==> config.mk <==
export PLATFORM = sky130hd
export DESIGN_NAME = snd_ram
export DESIGN_NICKNAME = d
export VERILOG_FILES = /design/src/hw/rtl/snd_ram.sv
export SDC_FILE = /design/constraint.sdc
export NUM_CORES = 2
export LEC_CHECK = 0
export BUFFER_PORTS_ARGS = -buffer_cell sky130_fd_sc_hd__buf_2
export CAP_MARGIN = 40
export CORE_ASPECT_RATIO = 0.6
export CORE_UTILIZATION = 50
export DETAILED_ROUTE_END_ITERATION = 10
export PLACE_DENSITY = 0.65
export SYNTH_ARGS = -nofsm -noshare
export SYNTH_HDL_FRONTEND = slang
export SYNTH_SLANG_ARGS = --single-unit
==> constraint.sdc <==
create_clock -name clk -period 2.99 [get_ports clk]
set_input_delay 0 -clock clk [delete_from_list [all_inputs] [get_ports clk]]
set_output_delay 0 -clock clk [all_outputs]
set_load 0.02 [all_outputs]
==> src/hw/rtl/snd_ram.sv <==
module snd_ram #(
	parameter int WIDTH = 8,
	parameter int DEPTH = 256
) (
	input  logic                     clk,
	input  logic                     we,
	input  logic [$clog2(DEPTH)-1:0] waddr,
	input  logic [WIDTH-1:0]         wdata,
	input  logic [$clog2(DEPTH)-1:0] raddr_a,
	input  logic [$clog2(DEPTH)-1:0] raddr_b,
	output logic [WIDTH-1:0]         rdata_a,
	output logic [WIDTH-1:0]         rdata_b
);

	logic [WIDTH-1:0] mem_q [DEPTH];

	always_ff @(posedge clk) begin
		if (we) begin
			mem_q[waddr] <= wdata;
		end
		rdata_a <= mem_q[raddr_a];
		rdata_b <= mem_q[raddr_b];
	end

endmodule

==> reports/results.tsv <==
metric	value	unit
synth-simple-area-share	2.70	%
critPathSlowestCell	a211oi_1	
path_delay_family	compound AO/OA/AOI/OAI gates	
cts_sinks	2064	
synth-main-ff-cell	edfxtp_1	
fmax	0.345	GHz
tightest_slew	0.970	ns
final_area	111000	µm²
power_density	567	nW/µm²
setup.worst_path.end_class	register	
antenna_found_initial	26	
worstSetupPathType	reg2reg	
cp.required	3.65	ns
fin_crit_sh	96.8	%
timing.critical_path.mode_cell	buf_4	
yosysMostFrequentCell	edfxtp_1	
synth_common_cells	2048 x edfxtp_1, 1051 x mux4_2, 298 x nor2_1, 236 x mux2i_1, 137 x clkbuf_1	
slowest_delay	0.62	ns
die_y	343	µm
r2r-end	rdata_a[2]	
p_leak	0.0360	µW
numCtsBuffers	194	
rrSetupSlack	0.09	ns
cts_buffer_depth	4	
hold-path-endpoint	rdata_b[0]	
slew_headroom	33.6	%
layout.nets	5504	
min_period	2.90	ns
fp-row-count	124	
r2r_start	mem_q[253][2]	
pre_cts_ws	-0.366	ns
synth_area	97000	µm²
place_area	105000	µm²
clk_pin_slew_worst_paths	0.07	ns
initial_core_util	50.6	%
ys_seq_elements	2064	
wirelength	327000	µm
place_congestion	0.982	
synth_top_family_by_area	multiplexers	
rr_worst_depth	10	
async_flop_share	0	%
floorplan.io_pins	50	
grt_pass1_wl	454000	µm
syn_nets	4881	
synth_cells	4847	
cap_violations	0	
synthXorXnorAreaFrac	0	%
status	complete, no violations	
worstHoldStart	raddr_b[2]	
drtPass1Iterations	6	
yosys.area.top_type	edfxtp_1	
dieArea	196000	µm²
route.vias.total	59141	
overflow	0	
ys_warn_count	0	
worst-path-max-fanout	2	
rsz0062_at_grt	no	
cp_num_buf_inv	4	
core_area	192000	µm²
grt_use_total	33.7	%
die_w	571	µm
avgViaCountPerCell	7.20	
max-vdd-ir-drop	0.000523	V
dp_hpwl	227000	µm
final_antenna_net_count	0	
synth_compound_area_share	3.54	%
clock_latency	0.86	ns
synth-edff-count	2048	
root_buffer	clkbuf_16	
syn_avg_cell_area	20.0	µm²
whs_path_depth	5	
critPathArrivalTime	3.56	ns
hold_class	in2reg	
cts.repair.resized	0	
synth_mux_area_share	27.3	%
setup_viol	0	
netlist.area_leader.share	63.4	%
maxSlewViolCount	0	
cts_tree	yes	
drtIter0Drc	11102	
wl_per_cell	39.8	µm
finalWorstSetupSlack	0.0945	ns
drive_gt1_share	38.9	%
htreeDepth	4	
numPortBuffers	49	
drc	0	
synthAdderAreaFrac	0	%
crit_chain	mux2i_1 -> o221ai_1 -> buf_4 -> o22ai_1 -> buf_4 -> o31ai_1 -> buf_4 -> a211oi_1 -> buf_4 -> a211oi_1	
grt_start_max_net_pins	117	
areaGrowthSynthToFinish	14.8	%
yosysSeqAreaShare	63.7	%
skew	0.0358	ns
synth.distinct_cells	65	
start_kind	register	
grt_pass1_vias	56485	
ys_top_cells_by_area	edfxtp_1 63%, mux4_2 24%, mux2i_1 2.4%	
finalHoldViolations	0	
## repair_timing
action,4_1_cts,5_1_grt
endpoints found under the hold margin,967,0
hold buffers,20,0
setup buffers,0,0
## metrics by stage
stage               hold slack (ns)  total power (µW)  utilization [%]  std cells  setup TNS [ns]
floorplan                    0.0989             35800                -       4847               0
global placement              0.487             38600             54.7       7826           -1.39
detailed placement            0.492             38700             54.8       7836          -0.920
CTS                          0.0305             63100             58.1       8203               0
global route                 0.0499             64400             58.1       8204               0
finish                       0.0853             63100             58.1       8213               0
## placed cells by master (no fill, tap or decap), types with 48 or more instances in the layout
| cell type | Yosys | layout |
|---|---|---|
| a21oi_1 | 79 | 79 |
| buf_4 | 42 | 648 |
| mux4_2 | 1051 | 1051 |
| nand2_1 | 114 | 114 |
| a22oi_1 | 62 | 62 |
| mux2i_1 | 236 | 236 |
| o22ai_1 | 48 | 48 |
| edfxtp_1 | 2048 | 2048 |
| o221ai_1 | 65 | 65 |
| buf_12 | 8 | 102 |
| nor2_1 | 298 | 298 |
| nand3_1 | 52 | 52 |
| clkbuf_16 | 0 | 199 |
## worst max path at each step
stage	start	end	cells after the start
2_1_floorplan	raddr_b[0]	rdata_b[0]	9
3_3_place_gp	raddr_b[0]	rdata_b[0]	12
3_5_place_dp	raddr_a[0]	rdata_a[2]	11
4_1_cts	mem_q[253][2]	rdata_a[2]	10
5_1_grt	mem_q[243][4]	rdata_a[4]	8
6_report	mem_q[253][2]	rdata_a[2]	10
## state kept, by name, summed over array words and instances (netlist names)
| signal | flops |
|---|---|
| mem_q | 2048 |
| rdata_a | 8 |
| rdata_b | 8 |
## logic make-up after synthesis
group           Yosys count
compound gates          466
simple gates            591
flops                  2064
buf+inv                 401
mux                    1325
## layer usage
metal  vias to the layer above  track usage [%]  part of all wire (%)
met3                       595             14.5                    18
met2                      5097             43.6                    40
met1                     31140             51.6                    39
met5                         -                0                 0.049
met4                        24             9.06                   3.1
li1                      22285                -                     -
## tightest hold or removal path, stage by stage
cell and delay (ns):
clkbuf_8 0.15, buf_4 0.26, a211o_1 0.25, a221oi_2 0.08
buf_4 0.13
## cell type report
class | count | area, µm²
Timing Repair Buffer | 822 | 7530
Clock buffer | 241 | 5210
Clock inverter | 106 | 917
Fill cell | 13973 | 80300
Sequential cell | 2064 | 61800
Multi-Input combinational cell | 2382 | 32500
Tap cell | 2583 | 3230
Inverter | 6 | 26.3
Antenna cell | 9 | 22.5
## power breakdown
part	internal [µW]	switching, µW	total (µW)	leakage (µW)
combinational	2520	3770	6290	0.0145
clock	13700	11100	24800	0.00299
sequential	31900	119	32000	0.0185
total	48100	15000	63100	0.0360
Note: power is estimated with default switching activity, not from simulation.
