==> src/hw/rtl/snd_pkg.sv <==
package snd_pkg;

	localparam int TABLE_SIZE = 256;
	localparam int IDX_W = $clog2(TABLE_SIZE);
	localparam int PERM_W = 8;

	localparam logic [1:0] OP_WRITE    = 2'd0;
	localparam logic [1:0] OP_NOISE_2D = 2'd1;
	localparam logic [1:0] OP_NOISE_3D = 2'd2;

	localparam logic signed [16:0] F2_Q16     = 17'sd23988;
	localparam logic [13:0]        G2_Q16     = 14'd13849;
	localparam logic [35:0]        RECIP3     = 36'd45812984491;
	localparam logic [17:0]        RECIP6     = 18'd174763;
	localparam logic signed [35:0] SKEW3_BIAS = 36'sd12884901888;
	localparam logic signed [35:0] T_ONE      = 36'sd2147483648;
	localparam logic signed [7:0]  SCALE_2D   = 8'sd70;
	localparam logic signed [7:0]  SCALE_3D   = 8'sd32;

	typedef logic signed [17:0] crd_t;
	typedef logic signed [49:0] contrib_t;

	typedef struct packed {
		logic live;
		logic is3d;
	} corner_ctl_t;

	function automatic logic [15:0] corner_off(input logic is3d, input logic [1:0] k);
		logic [15:0] off;
		case (k)
			2'd0: off = 16'd0;
			2'd1: off = is3d ? 16'd10923 : 16'd13849;
			2'd2: off = is3d ? 16'd21845 : 16'd27699;
			default: off = is3d ? 16'd32768 : 16'd0;
		endcase
		return off;
	endfunction

endpackage

==> src/hw/rtl/snd_corner.sv <==
module snd_corner (
	input  logic                 clk,
	input  snd_pkg::crd_t        x,
	input  snd_pkg::crd_t        y,
	input  snd_pkg::crd_t        z,
	input  snd_pkg::corner_ctl_t ctl,
	input  logic [7:0]           h,
	output snd_pkg::contrib_t    contrib
);

	import snd_pkg::*;

	function automatic logic [1:0] grad_group(input logic [7:0] hv);
		logic [3:0] ds;
		logic [1:0] grp;
		ds = 4'(hv[7:6]) + 4'(hv[5:4]) + 4'(hv[3:2]);
		case (ds) inside
			4'd0, 4'd3, 4'd6, 4'd9: grp = 2'd0;
			4'd1, 4'd4, 4'd7: grp = 2'd1;
			default: grp = 2'd2;
		endcase
		return grp;
	endfunction

	logic signed [33:0] xe, ye, ze;
	logic [33:0] sqx_s10, sqy_s10, sqz_s10;
	crd_t x_s10, y_s10, z_s10;
	corner_ctl_t ctl_s10;

	logic [35:0] sq_sum;
	logic signed [35:0] tv;
	logic [1:0] grp;
	logic signed [19:0] opa, opb, dot;

	logic dead_s11, dead_s12, dead_s13;
	logic [15:0] u_s11;
	logic signed [19:0] dot_s11, dot_s12, dot_s13;
	logic [30:0] t2_s12;
	logic [14:0] v;
	logic [28:0] t4_s13;

	assign xe = 34'(x);
	assign ye = 34'(y);
	assign ze = 34'(z);

	always_comb begin
		sq_sum = 36'(sqx_s10) + 36'(sqy_s10) + 36'(sqz_s10);
		tv = T_ONE - $signed(sq_sum);
		grp = ctl_s10.is3d ? grad_group(h) : 2'd0;
		opa = (grp == 2'd2) ? 20'(y_s10) : 20'(x_s10);
		opb = (grp == 2'd0) ? 20'(y_s10) : 20'(z_s10);
		dot = (h[0] ? -opa : opa) + (h[1] ? -opb : opb);
		v = t2_s12[30:16];
	end

	always_ff @(posedge clk) begin
		sqx_s10 <= xe * xe;
		sqy_s10 <= ye * ye;
		sqz_s10 <= ze * ze;
		x_s10 <= x;
		y_s10 <= y;
		z_s10 <= z;
		ctl_s10 <= ctl;

		dead_s11 <= tv[35] | ~ctl_s10.live;
		u_s11 <= tv[31:16];
		dot_s11 <= dot;

		dead_s12 <= dead_s11;
		t2_s12 <= u_s11 * u_s11;
		dot_s12 <= dot_s11;

		dead_s13 <= dead_s12;
		t4_s13 <= v * v;
		dot_s13 <= dot_s12;

		contrib <= dead_s13 ? contrib_t'(0) : $signed({1'b0, t4_s13}) * dot_s13;
	end

endmodule

==> config.mk <==
export PLATFORM = sky130hd
export DESIGN_NAME = snd_corner
export DESIGN_NICKNAME = d
export VERILOG_FILES = /design/src/hw/rtl/snd_pkg.sv /design/src/hw/rtl/snd_corner.sv
export SDC_FILE = /design/constraint.sdc
export NUM_CORES = 2
export LEC_CHECK = 0
export ABC_AREA = 1
export BUFFER_PORTS_ARGS = -buffer_cell sky130_fd_sc_hd__buf_2
export CAP_MARGIN = 5
export CORE_ASPECT_RATIO = 1.75
export CORE_MARGIN = 2
export CORE_UTILIZATION = 55
export DETAILED_ROUTE_END_ITERATION = 10
export GPL_TIMING_DRIVEN = 1
export PLACE_DENSITY = 0.77
export SETUP_SLACK_MARGIN = 0.15
export SLEW_MARGIN = 15
export SYNTH_ARGS = -nofsm -noshare
export SYNTH_HDL_FRONTEND = slang
export SYNTH_SLANG_ARGS = --single-unit
==> constraint.sdc <==
create_clock -name clk -period 10.5 [get_ports clk]
set_clock_uncertainty 0.15 [all_clocks]
set_input_delay 1.05 -clock clk [delete_from_list [all_inputs] [get_ports clk]]
set_output_delay 1.05 -clock clk [all_outputs]
set_load 0.01 [all_outputs]
==> flow_summary.yaml <==
final_layout:
  area_delta_synth_final_pct: 4.35
  drive_above_1_share_pct: 3.42
  final_layout_net_count: 11600
setup_path:
  crit_path_start_kind: "flop"
  crit_path_end_kind: "flop"
  criticalPathCategory: "flop to flop"
  worst_ep_required_time_ns: 10.85
  critical_path_arrival_ns: 7.88
  critical-path-slowest-cell: "sky130_fd_sc_hd__dfxtp_1"
  timing.rr.end: "contrib[41]"
  worst_path_most_repeated_cell: "sky130_fd_sc_hd__fa_1"
  critical_path.reg2reg.startpoint: "dot_s13[4]"
  worst-path-max-fanout: 28
  worstPathCellList: "nand2_1 -> inv_1 -> fa_1 -> fa_1 -> inv_1 -> fa_1 -> inv_1 -> fa_1 -> inv_1 -> fa_1 -> inv_1 -> fa_1 -> fa_1 -> ha_1 -> nand2_1 -> nor2_1 -> nand2_1 -> o21ai_0 -> a21oi_1 -> o21ai_0 -> o21ai_0 -> a21oi_1"
  critical-path-max-stage-delay_ns: 1.12
  reg2regPathDepth: 22
  ff2ff_setup_slack_ns: 2.98
run_status:
  run_status: "finished clean"
floorplan:
  core.rowCount: 181
  chipWidth_um: 286
  core_region_area_um2: 139000
  die_area_um2: 143000
  floorplan.initialDensity_pct: 55.3
  design.portCount: 115
  die_ht_um: 498
clocking:
  clock_insertion_delay_worst_skew_ns: 0.59
  postCtsSetupBuffers: 0
  clkTransAtPathRegs_ns: 0.07
  cts_tree: "yes"
  cts.root.buffer_cell: "sky130_fd_sc_hd__clkbuf_16"
  clock-sinks: 324
  cts.hold.buffers_added: 0
  gates_resized_cts_repair: 0
  clock_tree_buffer_depth: 3
  cts_inserted_buffers: 36
  htree_num_levels: 2
synth:
  seq_area_frac_synth_pct: 8.45
  mappedNetlistArea_um2: 76800
  ys_types: 51
  netlist_top_cells_area: "sky130_fd_sc_hd__fa_1, sky130_fd_sc_hd__inv_1, sky130_fd_sc_hd__ha_1"
  synth.yosys.warnings: 0
  postSynthRegisterBits: 324
  syn-instance-count: 9214
  synth_area_leader_cell: "sky130_fd_sc_hd__fa_1"
  synth_area_per_cell_um2: 8.33
  synthDominantCellAreaShare_pct: 43.4
sta:
  hold_violations: 0
  actual_slew_at_the_worst_max_slew_pin_ns: 1.21
  unrepaired_setup_endpoints_after_global_routing: "no"
  timing.final.setup_violations: 0
  period_share_pct: 71.7
  slew_violations: 0
  fmax_ghz: 0.133
  timing.max_slew.rel_slack_pct: 19.1
  period_minus_slack_ns: 7.52
  final.setup.tns_ns: 0
global_routing:
  antenna_violations_before_repair: 14
  grt_start_max_net_pins: 39
  globalRoute.totalOverflow: 0
  first_global_vias: 66000
  grt_usage_pct: 29.7
  first_pass_grt_wire_length_um: 331000
min_path:
  hp-start: "dot_s11[19]"
  hold_path.class: "flop to flop"
  hold_path_end: "dot_s12[19]"
  hold-path-cell-count: 0
drt:
  drt_wl_total_um: 206000
  average_vias_per_placed_instance: 5.27
  wl_per_cell_um: 18.7
  drc: 0
  detail-route-antenna-nets: 0
  vias: 58000
  first_iter_violations: 3190
  detailedRoute.firstPassIterationCount: 8
placed_design:
  place_congestion: 1.01
  port_buffers: 114
  dp_hpwl_um: 172000
run:
  cap_viol_max_count: 0
-- metal layers --
metal  vias to the layer above  GRT usage [%]  part of all wire [%]
met1                     28700           28.3                    31
li1                      26200              -                     -
met4                        22           22.2                   9.0
met5                         -              0                 0.065
met3                       886           4.33                   5.6
met2                      2105           56.6                    55
-- synth_stat cells, drive strengths merged --
cell        n
ha        757
conb        2
xor2      168
dfxtp     324
o31ai       6
o41ai       1
o221ai      2
o21ai     232
o311ai      1
o21bai     20
nand2    1794
o2111ai     4
inv      2893
nor4b       1
fa       1665
nand3b      3
nor4       14
nand4      13
buf        50
nor2      298
a211o       1
a21boi     12
and3        2
a31oi      21
a21o       30
clkbuf    231
o211ai     12
or2        47
a221oi      4
a21oi     333
nand3      96
a211oi      9
xnor2      98
nor3       38
a31o        1
o21a       31
-- worst max-delay path by stage --
stage / startpoint / endpoint
after global routing: dot_s13[4] / contrib[49]
after global placement: y[17] / sqy_s10[32]
after CTS: dot_s13[4] / contrib[41]
after detailed placement: dot_s13[4] / contrib[41]
after floorplan: z[0] / sqz_s10[30]
final: dot_s13[4] / contrib[41]
-- registers in the layout, indices dropped and copies added (netlist names), 20 cells and up --
| signal | flops |
|---|---|
| sqz_s10 | 32 |
| contrib | 50 |
| t4_s13 | 28 |
| dot_s11 | 20 |
| dot_s13 | 20 |
| sqx_s10 | 32 |
| dot_s12 | 20 |
| sqy_s10 | 32 |
-- cells by family (layout without fill, tap and decap cells) --
family          Yosys count  count (layout)  share of synthesized area, %
xor+xnor                266             266                          3.03
flops                   324             324                          8.45
fa+ha+maj              2422            2422                          55.7
buf+inv                3174            3109                          15.6
other cells               2              13                       0.00978
compound gates          720             720                          5.23
simple gates           2306            2306                          12.0
-- metrics by stage --
stage                     util, %  setup WS [ns]  std cells  area (um^2)  hold slack, ns
after global placement       56.8           3.22      10900        78900           0.160
final                        57.7           2.98      11000        80100           0.169
after CTS                    57.7           3.13      11000        80100           0.171
after global routing         57.7           2.58      11000        80100           0.169
after floorplan                 -           3.94       9224        76800           0.160
after detailed placement     56.8           3.16      10900        78900           0.162
-- placed cells by master (no fill, tap or decap), drive strengths merged, types with 2 or more instances in the layout --
cell,synthesis,final
fa,1665,1665
a31oi,21,21
xor2,168,168
o211ai,12,12
nor2,298,298
a21o,30,30
buf,50,153
clkinv,0,4
a211oi,9,9
ha,757,757
nand2,1794,1794
o21ai,232,232
a221oi,4,4
o21a,31,31
clkbuf,231,43
bufinv,0,5
o31ai,6,6
nor3,38,38
o221ai,2,2
xnor2,98,98
clkinvlp,0,4
or2,47,47
nor4,14,14
conb,2,12
inv,2893,2900
and3,2,2
nand4,13,13
a21boi,12,12
a21oi,333,333
nand3,96,96
o21bai,20,20
dfxtp,324,324
nand3b,3,3
o2111ai,4,4
-- worst max-delay path, delay by kind of cell, from the launching register on --
family	cells	cell delay, ns
AO/OA/AOI/OAI	5	1.50
AND/OR/NAND/NOR	4	0.58
adder cells (fa/ha/maj)	8	3.78
buffers and inverters	5	0.31
flip-flops	1	1.12
-- layout make-up --
cell class              instances  area [um^2]
fillers                     12100        58700
multi-input cells            5726        58400
inverters                    2893        10900
flip-flops and latches        324         6490
well taps                    1830         2290
clock buffers                  43          957
repair buffers                153          863
clock inverters                20          285
diodes                          1         2.50
Power is not shown: default switching activity piles up to over one toggle a cycle in this logic, so the estimate is an artifact.
